--- src/sv/char_lcd_nibble_sequencer_core_defines.svh ---
// Assertion macros used by the LCD nibble sequencer top level
`ifndef CHAR_LCD_NIBBLE_SEQUENCER_CORE_DEFINES_SVH
`define CHAR_LCD_NIBBLE_SEQUENCER_CORE_DEFINES_SVH

// Implication checked on every rising edge, masked while reset is asserted
`define CLCD_ASSERT(label, prop, msg) \
	label: assert property (@(posedge clk) disable iff (!arst_n) prop) else $error(msg);

// Same, with the property checked also during reset
`define CLCD_ASSERT_ALWAYS(label, prop, msg) \
	label: assert property (@(posedge clk) prop) else $error(msg);

`endif

--- src/sv/clcd_pkg.sv ---
// Types, opcodes and microcode helpers for the LCD nibble sequencer
package clcd_pkg;

	localparam int PC_W     = 6;
	localparam int HOLD_W   = 17;
	localparam int ROM_LAST = 60;

	typedef enum logic [2:0] {
		OP_CMD   = 3'd0,
		OP_DATA  = 3'd1,
		OP_GOTO  = 3'd2,
		OP_CLEAR = 3'd3,
		OP_INIT  = 3'd4,
		OP_SLOT  = 3'd5
	} op_t;

	// Program entry points in the microcode table
	localparam logic [PC_W-1:0] ENTRY_BYTE  = 6'd0;
	localparam logic [PC_W-1:0] ENTRY_CLEAR = 6'd6;
	localparam logic [PC_W-1:0] ENTRY_INIT  = 6'd18;

	typedef enum logic [1:0] {
		NS_HI    = 2'd0,
		NS_LO    = 2'd1,
		NS_CONST = 2'd2
	} nsel_t;

	typedef enum logic [2:0] {
		H_10    = 3'd0,
		H_200   = 3'd1,
		H_700   = 3'd2,
		H_80000 = 3'd3,
		H_20200 = 3'd4,
		H_10200 = 3'd5,
		H_10700 = 3'd6,
		H_5700  = 3'd7
	} hold_t;

	typedef struct packed {
		logic       en;
		nsel_t      nsel;
		logic [3:0] nconst;
		hold_t      hold;
		logic       last;
	} uword_t;

	typedef struct packed {
		logic       fire;
		logic       rs;
		logic [7:0] byte_val;
	} seq_status_t;

	typedef struct packed {
		logic [2:0] op;
		logic [7:0] byte_value;
		logic [1:0] row;
		logic [5:0] column;
		logic [2:0] char_slot;
	} in_item_t;

	typedef struct packed {
		logic              reg_select;
		logic              enable_pin;
		logic [3:0]        data_nibble;
		logic [HOLD_W-1:0] hold_us;
		logic              last;
	} out_item_t;

	function automatic uword_t uw(logic en, nsel_t nsel, logic [3:0] nconst,
			hold_t hold, logic last);
		uword_t w;
		w.en     = en;
		w.nsel   = nsel;
		w.nconst = nconst;
		w.hold   = hold;
		w.last   = last;
		return w;
	endfunction

	function automatic logic [HOLD_W-1:0] hold_value(hold_t h);
		logic [HOLD_W-1:0] v;
		case (h)
			H_10:    v = 17'd10;
			H_200:   v = 17'd200;
			H_700:   v = 17'd700;
			H_80000: v = 17'd80000;
			H_20200: v = 17'd20200;
			H_10200: v = 17'd10200;
			H_10700: v = 17'd10700;
			H_5700:  v = 17'd5700;
			default: v = 17'd10;
		endcase
		return v;
	endfunction

	function automatic logic [7:0] line_base(logic [1:0] row);
		logic [7:0] b;
		case (row)
			2'd0:    b = 8'h00;
			2'd1:    b = 8'h40;
			2'd2:    b = 8'h14;
			2'd3:    b = 8'h54;
			default: b = 8'h00;
		endcase
		return b;
	endfunction

endpackage

--- src/sv/char_lcd_nibble_sequencer_core.sv ---
// Top level of the character LCD 4-bit nibble sequencer
// A request is latched into the step counter; each pin state is then registered in the output register.
// Throughput: one pin state per cycle from the microcode step counter while the output
// is not stalled; a request occupies it until the last step of its program issues.
// A new request is taken the cycle after the last step issues; op 6 and 7 are taken and dropped.
// Reset (arst_n low) idles the step counter and empties the output register.
`include "char_lcd_nibble_sequencer_core_defines.svh"
module char_lcd_nibble_sequencer_core import clcd_pkg::*; (
	input  logic      clk,
	input  logic      arst_n,
	input  logic      in_valid,
	output logic      in_stall,
	input  in_item_t  in_item,
	output logic      out_valid,
	input  logic      out_stall,
	output out_item_t out_item
);

	logic            busy;
	logic [PC_W-1:0] pc;
	uword_t          word;
	seq_status_t     status;
	logic            out_ready;

	clcd_ucode_rom u_rom (
		.pc   (pc),
		.word (word)
	);

	clcd_seq_ctrl u_ctrl (
		.clk       (clk),
		.arst_n    (arst_n),
		.in_valid  (in_valid),
		.in_item   (in_item),
		.out_ready (out_ready),
		.word      (word),
		.busy      (busy),
		.pc        (pc),
		.status    (status)
	);

	clcd_out_stage u_out (
		.clk       (clk),
		.arst_n    (arst_n),
		.word      (word),
		.status    (status),
		.out_stall (out_stall),
		.out_ready (out_ready),
		.out_valid (out_valid),
		.out_item  (out_item)
	);

	assign in_stall = busy;

	`CLCD_ASSERT(a_start_busy, in_valid && !busy && in_item.op <= OP_SLOT |=> busy, "no start")
	`CLCD_ASSERT(a_pc_range, busy |-> pc <= PC_W'(ROM_LAST), "step counter out of table")
	`CLCD_ASSERT(a_last_idle, status.fire && word.last |=> !busy, "busy after last step")
	`CLCD_ASSERT(a_last_low, out_valid && out_item.last |-> !out_item.enable_pin, "enable high at end")

endmodule

--- src/sv/clcd_ucode_rom.sv ---
// Microcode table: one control word per pin state
module clcd_ucode_rom import clcd_pkg::*; (
	input  logic [PC_W-1:0] pc,
	output uword_t          word
);

	always_comb begin
		case (pc)
			// one byte from the latched value
			6'd0:  word = uw(1'b0, NS_HI,    4'h0, H_10,    1'b0);
			6'd1:  word = uw(1'b1, NS_HI,    4'h0, H_10,    1'b0);
			6'd2:  word = uw(1'b0, NS_HI,    4'h0, H_200,   1'b0);
			6'd3:  word = uw(1'b0, NS_LO,    4'h0, H_10,    1'b0);
			6'd4:  word = uw(1'b1, NS_LO,    4'h0, H_10,    1'b0);
			6'd5:  word = uw(1'b0, NS_LO,    4'h0, H_700,   1'b1);
			// clear: 0x01 then home 0x80
			6'd6:  word = uw(1'b0, NS_CONST, 4'h0, H_10,    1'b0);
			6'd7:  word = uw(1'b1, NS_CONST, 4'h0, H_10,    1'b0);
			6'd8:  word = uw(1'b0, NS_CONST, 4'h0, H_200,   1'b0);
			6'd9:  word = uw(1'b0, NS_CONST, 4'h1, H_10,    1'b0);
			6'd10: word = uw(1'b1, NS_CONST, 4'h1, H_10,    1'b0);
			6'd11: word = uw(1'b0, NS_CONST, 4'h1, H_10700, 1'b0);
			6'd12: word = uw(1'b0, NS_CONST, 4'h8, H_10,    1'b0);
			6'd13: word = uw(1'b1, NS_CONST, 4'h8, H_10,    1'b0);
			6'd14: word = uw(1'b0, NS_CONST, 4'h8, H_200,   1'b0);
			6'd15: word = uw(1'b0, NS_CONST, 4'h0, H_10,    1'b0);
			6'd16: word = uw(1'b1, NS_CONST, 4'h0, H_10,    1'b0);
			6'd17: word = uw(1'b0, NS_CONST, 4'h0, H_5700,  1'b1);
			// power-up init: settle, three 0x3 strobes, 0x2 strobe
			6'd18: word = uw(1'b0, NS_CONST, 4'h0, H_80000, 1'b0);
			6'd19: word = uw(1'b0, NS_CONST, 4'h3, H_10,    1'b0);
			6'd20: word = uw(1'b1, NS_CONST, 4'h3, H_10,    1'b0);
			6'd21: word = uw(1'b0, NS_CONST, 4'h3, H_20200, 1'b0);
			6'd22: word = uw(1'b0, NS_CONST, 4'h3, H_10,    1'b0);
			6'd23: word = uw(1'b1, NS_CONST, 4'h3, H_10,    1'b0);
			6'd24: word = uw(1'b0, NS_CONST, 4'h3, H_20200, 1'b0);
			6'd25: word = uw(1'b0, NS_CONST, 4'h3, H_10,    1'b0);
			6'd26: word = uw(1'b1, NS_CONST, 4'h3, H_10,    1'b0);
			6'd27: word = uw(1'b0, NS_CONST, 4'h3, H_20200, 1'b0);
			6'd28: word = uw(1'b0, NS_CONST, 4'h2, H_10,    1'b0);
			6'd29: word = uw(1'b1, NS_CONST, 4'h2, H_10,    1'b0);
			6'd30: word = uw(1'b0, NS_CONST, 4'h2, H_10200, 1'b0);
			// init commands 0x01, 0x20, 0x01, 0x06, 0x0C
			6'd31: word = uw(1'b0, NS_CONST, 4'h0, H_10,    1'b0);
			6'd32: word = uw(1'b1, NS_CONST, 4'h0, H_10,    1'b0);
			6'd33: word = uw(1'b0, NS_CONST, 4'h0, H_200,   1'b0);
			6'd34: word = uw(1'b0, NS_CONST, 4'h1, H_10,    1'b0);
			6'd35: word = uw(1'b1, NS_CONST, 4'h1, H_10,    1'b0);
			6'd36: word = uw(1'b0, NS_CONST, 4'h1, H_700,   1'b0);
			6'd37: word = uw(1'b0, NS_CONST, 4'h2, H_10,    1'b0);
			6'd38: word = uw(1'b1, NS_CONST, 4'h2, H_10,    1'b0);
			6'd39: word = uw(1'b0, NS_CONST, 4'h2, H_200,   1'b0);
			6'd40: word = uw(1'b0, NS_CONST, 4'h0, H_10,    1'b0);
			6'd41: word = uw(1'b1, NS_CONST, 4'h0, H_10,    1'b0);
			6'd42: word = uw(1'b0, NS_CONST, 4'h0, H_700,   1'b0);
			6'd43: word = uw(1'b0, NS_CONST, 4'h0, H_10,    1'b0);
			6'd44: word = uw(1'b1, NS_CONST, 4'h0, H_10,    1'b0);
			6'd45: word = uw(1'b0, NS_CONST, 4'h0, H_200,   1'b0);
			6'd46: word = uw(1'b0, NS_CONST, 4'h1, H_10,    1'b0);
			6'd47: word = uw(1'b1, NS_CONST, 4'h1, H_10,    1'b0);
			6'd48: word = uw(1'b0, NS_CONST, 4'h1, H_700,   1'b0);
			6'd49: word = uw(1'b0, NS_CONST, 4'h0, H_10,    1'b0);
			6'd50: word = uw(1'b1, NS_CONST, 4'h0, H_10,    1'b0);
			6'd51: word = uw(1'b0, NS_CONST, 4'h0, H_200,   1'b0);
			6'd52: word = uw(1'b0, NS_CONST, 4'h6, H_10,    1'b0);
			6'd53: word = uw(1'b1, NS_CONST, 4'h6, H_10,    1'b0);
			6'd54: word = uw(1'b0, NS_CONST, 4'h6, H_700,   1'b0);
			6'd55: word = uw(1'b0, NS_CONST, 4'h0, H_10,    1'b0);
			6'd56: word = uw(1'b1, NS_CONST, 4'h0, H_10,    1'b0);
			6'd57: word = uw(1'b0, NS_CONST, 4'h0, H_200,   1'b0);
			6'd58: word = uw(1'b0, NS_CONST, 4'hC, H_10,    1'b0);
			6'd59: word = uw(1'b1, NS_CONST, 4'hC, H_10,    1'b0);
			6'd60: word = uw(1'b0, NS_CONST, 4'hC, H_700,   1'b1);
			// unused addresses stop the program
			default: word = uw(1'b0, NS_CONST, 4'h0, H_10, 1'b1);
		endcase
	end

endmodule

--- src/sv/clcd_seq_ctrl.sv ---
// Step counter, request latch and program dispatch
module clcd_seq_ctrl import clcd_pkg::*; (
	input  logic            clk,
	input  logic            arst_n,
	input  logic            in_valid,
	input  in_item_t        in_item,
	input  logic            out_ready,
	input  uword_t          word,
	output logic            busy,
	output logic [PC_W-1:0] pc,
	output seq_status_t     status
);

	logic            busy_q;
	logic [PC_W-1:0] pc_q;
	logic            rs_q;
	logic [7:0]      byte_q;
	logic            accept;
	logic            advance;
	logic            op_ok;
	logic [PC_W-1:0] entry;
	logic [7:0]      byte_next;
	logic [7:0]      goto_addr;

	assign accept    = in_valid && !busy_q;
	assign advance   = busy_q && out_ready;
	assign goto_addr = line_base(in_item.row) + {2'b00, in_item.column};

	always_comb begin
		op_ok     = 1'b1;
		entry     = ENTRY_BYTE;
		byte_next = in_item.byte_value;
		case (in_item.op)
			OP_CMD, OP_DATA: begin
				byte_next = in_item.byte_value;
			end
			OP_GOTO: begin
				byte_next = 8'h80 | goto_addr;
			end
			OP_SLOT: begin
				byte_next = {2'b01, in_item.char_slot, 3'b000};
			end
			OP_CLEAR: begin
				entry = ENTRY_CLEAR;
			end
			OP_INIT: begin
				entry = ENTRY_INIT;
			end
			default: begin
				// unused opcode: take it and drop it
				op_ok = 1'b0;
			end
		endcase
	end

	always_ff @(posedge clk or negedge arst_n) begin
		if (!arst_n) begin
			busy_q <= 1'b0;
			pc_q   <= '0;
			rs_q   <= 1'b0;
			byte_q <= '0;
		end else if (accept && op_ok) begin
			busy_q <= 1'b1;
			pc_q   <= entry;
			rs_q   <= (in_item.op == OP_DATA);
			byte_q <= byte_next;
		end else if (advance) begin
			if (word.last) begin
				busy_q <= 1'b0;
			end else begin
				pc_q <= pc_q + PC_W'(1);
			end
		end
	end

	assign busy            = busy_q;
	assign pc              = pc_q;
	assign status.fire     = advance;
	assign status.rs       = rs_q;
	assign status.byte_val = byte_q;

endmodule

--- src/sv/clcd_out_stage.sv ---
// Datapath and output register: forms one pin state per control word
module clcd_out_stage import clcd_pkg::*; (
	input  logic        clk,
	input  logic        arst_n,
	input  uword_t      word,
	input  seq_status_t status,
	input  logic        out_stall,
	output logic        out_ready,
	output logic        out_valid,
	output out_item_t   out_item
);

	logic      valid_q;
	out_item_t item_q;
	out_item_t item_next;

	assign out_ready = !valid_q || !out_stall;

	always_comb begin
		item_next.reg_select = status.rs;
		item_next.enable_pin = word.en;
		case (word.nsel)
			NS_HI:    item_next.data_nibble = status.byte_val[7:4];
			NS_LO:    item_next.data_nibble = status.byte_val[3:0];
			NS_CONST: item_next.data_nibble = word.nconst;
			default:  item_next.data_nibble = word.nconst;
		endcase
		item_next.hold_us = hold_value(word.hold);
		item_next.last    = word.last;
	end

	always_ff @(posedge clk or negedge arst_n) begin
		if (!arst_n) begin
			valid_q <= 1'b0;
		end else if (status.fire) begin
			valid_q <= 1'b1;
		end else if (!out_stall) begin
			valid_q <= 1'b0;
		end
	end

	// payload register, no reset needed
	always_ff @(posedge clk) begin
		if (status.fire) begin
			item_q <= item_next;
		end
	end

	assign out_valid = valid_q;
	assign out_item  = item_q;

endmodule
--- config.mk ---
export PLATFORM = sky130hd
export DESIGN_NAME = char_lcd_nibble_sequencer_core
export DESIGN_NICKNAME = d
export VERILOG_FILES = /design/src/sv/clcd_pkg.sv /design/src/sv/char_lcd_nibble_sequencer_core.sv /design/src/sv/clcd_ucode_rom.sv /design/src/sv/clcd_seq_ctrl.sv /design/src/sv/clcd_out_stage.sv
export VERILOG_INCLUDE_DIRS = /design/src /design/src/sv
export SDC_FILE = /design/constraint.sdc
export NUM_CORES = 1
export LEC_CHECK = 0
export BUFFER_PORTS_ARGS = -buffer_cell sky130_fd_sc_hd__buf_2
export CAP_MARGIN = 20
export CORE_MARGIN = 4
export CORE_UTILIZATION = 50
export CTS_BUF_LIST = sky130_fd_sc_hd__clkbuf_16
export DETAILED_ROUTE_END_ITERATION = 16
export HOLD_SLACK_MARGIN = 0.12
export PLACE_DENSITY = 0.88
export SETUP_SLACK_MARGIN = 0.15
export SYNTH_ARGS = -nofsm -noshare
export SYNTH_HDL_FRONTEND = slang
export SYNTH_SLANG_ARGS = --single-unit
--- constraint.sdc ---
create_clock -name clk -period 2.56 [get_ports clk]
set_input_delay 0.128 -clock clk [delete_from_list [all_inputs] [get_ports clk]]
set_output_delay 0.128 -clock clk [all_outputs]
set_load 0.01 [all_outputs]
==> run summary <==
share of synthesized cell area in full adder, half adder and majority cells: 0.0824
synthesized flop and latch total: 39
antenna violations before repair: 0
top-area cell type share of the netlist area: 0.256
Vias per Instance: 5.63
average cell area after synthesis: 10.1 µm²
worst-case vdd ir drop: 0.462 mV
Die Ht: 79.8 µm
total congestion overflow after global routing: 0
antenna viol nets, final: 0
Final Max Slew Viols: 0
Most Frequent Cell on Critical Path: sky130_fd_sc_hd__buf_4
Worst Skew: 0.00415 ns
post-synth cell types: 64
kind of end point of the critical path: flop
clock tree from TritonCTS: built
setup repair after global routing missed its margin: false
Diodes inserted: 0
Worst-path clk slew: 0.06 ns
pin count of the biggest net entering global routing: 21
Cell Chain, Critical Path: ha_1 -> buf_4 -> and4bb_2 -> nor4_1 -> a41oi_2 -> buf_4 -> buf_4 -> ha_1 -> mux2i_1
number of primary I/O pins: 52
Synth Area in Simple Gates: 0.178
layout-stage area growth over the synthesis result: 24.5%
half-perimeter wire length of the detailed placement result: 4.44 mm
core area: 4850 µm²
Hold Slack: 0.125 ns
PD cells: 1220 nW/µm²
arrival time at the worst endpoint: 2.51 ns
setup violation total in the final timing report: 0
Clock H-tree levels: 2
initial drt markers: 141
wire length per cell after detailed routing: 15.6 µm
area leader, netlist: sky130_fd_sc_hd__edfxtp_1
final-layout fill cell count: 368
mux cell area share after synthesis: 0.0558
CP Launch Type: flop
first drt pass iteration count: 4
Initial Utilization: 0.532
placement row count: 25
yosys synthesis warning count: 0
peak fanout along the critical path: 7
first-pass GRT wire length: 9.98 mm
most instantiated flip-flop cell in the synthesis netlist: sky130_fd_sc_hd__edfxtp_1
Die X: 79.8 µm
Synth Area in Compound Gates: 0.190
buffers from clock root to sink, at most: 2
static leakage: 1.44 nW
Max Cap Viol: 0
timing-limited maximum frequency: 420 MHz
top area cells in the synthesized netlist: sky130_fd_sc_hd__edfxtp_1 26%, sky130_fd_sc_hd__dfrtp_1 16%, sky130_fd_sc_hd__ha_1 8.2%
minimum clock period: 2.38 ns
share of the cycle needed by the critical path after routing: 0.930
Worst Path Required: 2.69 ns
final hold violation count: 0
most used cells in the layout excluding fill and tap cells: 49 x sky130_fd_sc_hd__buf_2, 23 x sky130_fd_sc_hd__nor2_1, 22 x sky130_fd_sc_hd__edfxtp_1
input/output buffers: 49
fin nets: 364
residual DRC count: 0
post-synthesis xor/xnor area fraction: 0.0102
layout cells sized above 1: 0.314
worst min-delay path class: input pin to flop
vias: 2192
number of global-route vias before repair: 2162
Largest stage delay, worst path: 0.44 ns
Setup Total Neg Slack: 0 ns
Num Clock Sinks: 39
total CTS buffers: 5
fraction of registers with async set/reset: 0.436
clock insertion delay at the later pin of the skew report: 0.28 ns
Routed Wire Length: 6.06 mm
GRT Overall Usage: 0.199
main combinational cell family by area after synthesis: compound AO/OA/AOI/OAI gates
last weighted congestion value of the routability-driven placer: 0.934
number of synthesized flops with an enable pin: 22
post-synthesis cell area: 2580 µm²
Die Outline Area: 6370 µm²
register area share after synthesis: 0.421
gate count after technology mapping: 256
result of the run: complete, no violations
CP max-delay cell: sky130_fd_sc_hd__dfrtp_1
most common cell after layout, fill and taps aside: sky130_fd_sc_hd__buf_2
Crit Path Category: flop to flop
master cell of the clock root buffer: sky130_fd_sc_hd__clkbuf_16
==> final cells by class <==
type	count	area, µm²	area share
Clock buffer	5	125	0.0390
Clock inverter	3	43.8	0.0136
Inverter	16	60.1	0.0187
Multi-Input combinational cell	185	1370	0.425
Sequential cell	39	1090	0.339
Tap cell	67	83.8	0.0261
Timing Repair Buffer	74	445	0.139
==> final timing paths <==
| kind | from | end | slack, ns | cells after the start |
|---|---|---|---|---|
| setup / recovery | u_ctrl.pc[0]$_DFFE_PN0P_ | u_out.out_item[10]$_DFFE_PP_ | 0.18 | 9 |
| hold / removal | in_item[3] | u_ctrl.byte_q[0]$_DFFE_PN0P_ | 0.13 | 3 |
| setup reg to reg | u_ctrl.pc[0]$_DFFE_PN0P_ | u_out.out_item[10]$_DFFE_PP_ | 0.18 | 9 |
| hold reg to reg | u_ctrl.rs_q$_DFFE_PN0P_ | u_out.out_item[23]$_DFFE_PP_ | 0.46 | 0 |
| max in group asynchronous | arst_n | u_ctrl.pc[3]$_DFFE_PN0P_ | 1.96 | 2 |
| min in group asynchronous | arst_n | u_ctrl.pc[0]$_DFFE_PN0P_ | 0.30 | 2 |
==> power by group <==
group | internal, W | total (W) | switching [W]
sequential | 0.00104 | 0.00122 | 0.000182
clock | 0.000459 | 0.000706 | 0.000247
combinational | 0.000908 | 0.00199 | 0.00108
total | 0.00241 | 0.00392 | 0.00151
==> Yosys cell counts (3+ instances only) <==
cell type                  instances
sky130_fd_sc_hd__a21oi_1           9
sky130_fd_sc_hd__a211oi_1          4
sky130_fd_sc_hd__nand2_1          18
sky130_fd_sc_hd__buf_2             6
sky130_fd_sc_hd__a22oi_1           5
sky130_fd_sc_hd__nand2b_1          8
sky130_fd_sc_hd__mux2_2            3
sky130_fd_sc_hd__a21o_1            3
sky130_fd_sc_hd__clkbuf_1          5
sky130_fd_sc_hd__buf_4             5
sky130_fd_sc_hd__or3_1             5
sky130_fd_sc_hd__a221oi_1          3
sky130_fd_sc_hd__a211o_1           3
sky130_fd_sc_hd__nor2_1           23
sky130_fd_sc_hd__dfrtp_1          17
sky130_fd_sc_hd__ha_1             17
sky130_fd_sc_hd__inv_1            16
sky130_fd_sc_hd__mux2i_1          11
sky130_fd_sc_hd__nand3_1           3
sky130_fd_sc_hd__o21ai_0           7
sky130_fd_sc_hd__o21a_1            3
sky130_fd_sc_hd__nor3_1            3
sky130_fd_sc_hd__edfxtp_1         22
sky130_fd_sc_hd__a31oi_1           7
==> cells by family (layout without fill, tap and decap cells) <==
kind of cell / after synthesis / in the layout
AO/OA/AOI/OAI: 67 / 67
other: 1 / 2
multiplexers: 14 / 14
adder cells (fa/ha/maj): 17 / 17
AND/OR/NAND/NOR: 82 / 82
flip-flops: 39 / 39
XOR/XNOR: 3 / 3
buffers and inverters: 33 / 98
==> layer usage <==
metal  global-route usage  share of wire  vias up
li1                     -              -     1069
met1                0.222           0.41     1035
met2                0.365           0.51       72
met3               0.0508          0.057       16
met4               0.0693          0.023        0
met5                    0              0        -
==> what timing repair did <==
item / in CTS / in global routing
setup buffers: 2 / 2
endpoints found under the setup margin: 1 / 9
resized for setup: 3 / 6
pin swaps: 1 / 2
hold buffers: 5 / 0
hold endpoints to repair: 21 / 0
==> state kept, by name (all words and copies together), names as in the netlist <==
signal and cells:
u_ctrl.byte_q 8, u_ctrl.pc 6, u_out.out_valid 1, u_ctrl.rs_q 1
u_out.out_item 22, u_ctrl.busy 1
==> worst max-delay path, delay by kind of cell, from the launching register on <==
| kind | cells | cell delay (ns) |
|---|---|---|
| mux | 1 | 0.13 |
| simple gates | 2 | 0.60 |
| buf+inv | 3 | 0.50 |
| compound gates | 1 | 0.14 |
| fa+ha+maj | 2 | 0.42 |
| flops | 1 | 0.44 |
==> per-stage QoR <==
step,util,total power (W),setup WS [ns],cells,cell area [µm²]
2_1_floorplan,-,0.00250,0.177,257,2580
3_3_place_gp,0.606,0.00303,0.233,372,2940
3_5_place_dp,0.606,0.00310,0.147,372,2940
4_1_cts,0.657,0.00387,0.161,387,3190
5_1_grt,0.662,0.00419,0.109,389,3210
6_report,0.662,0.00392,0.180,389,3210
No activity file was read; power rests on OpenSTA's default activity.
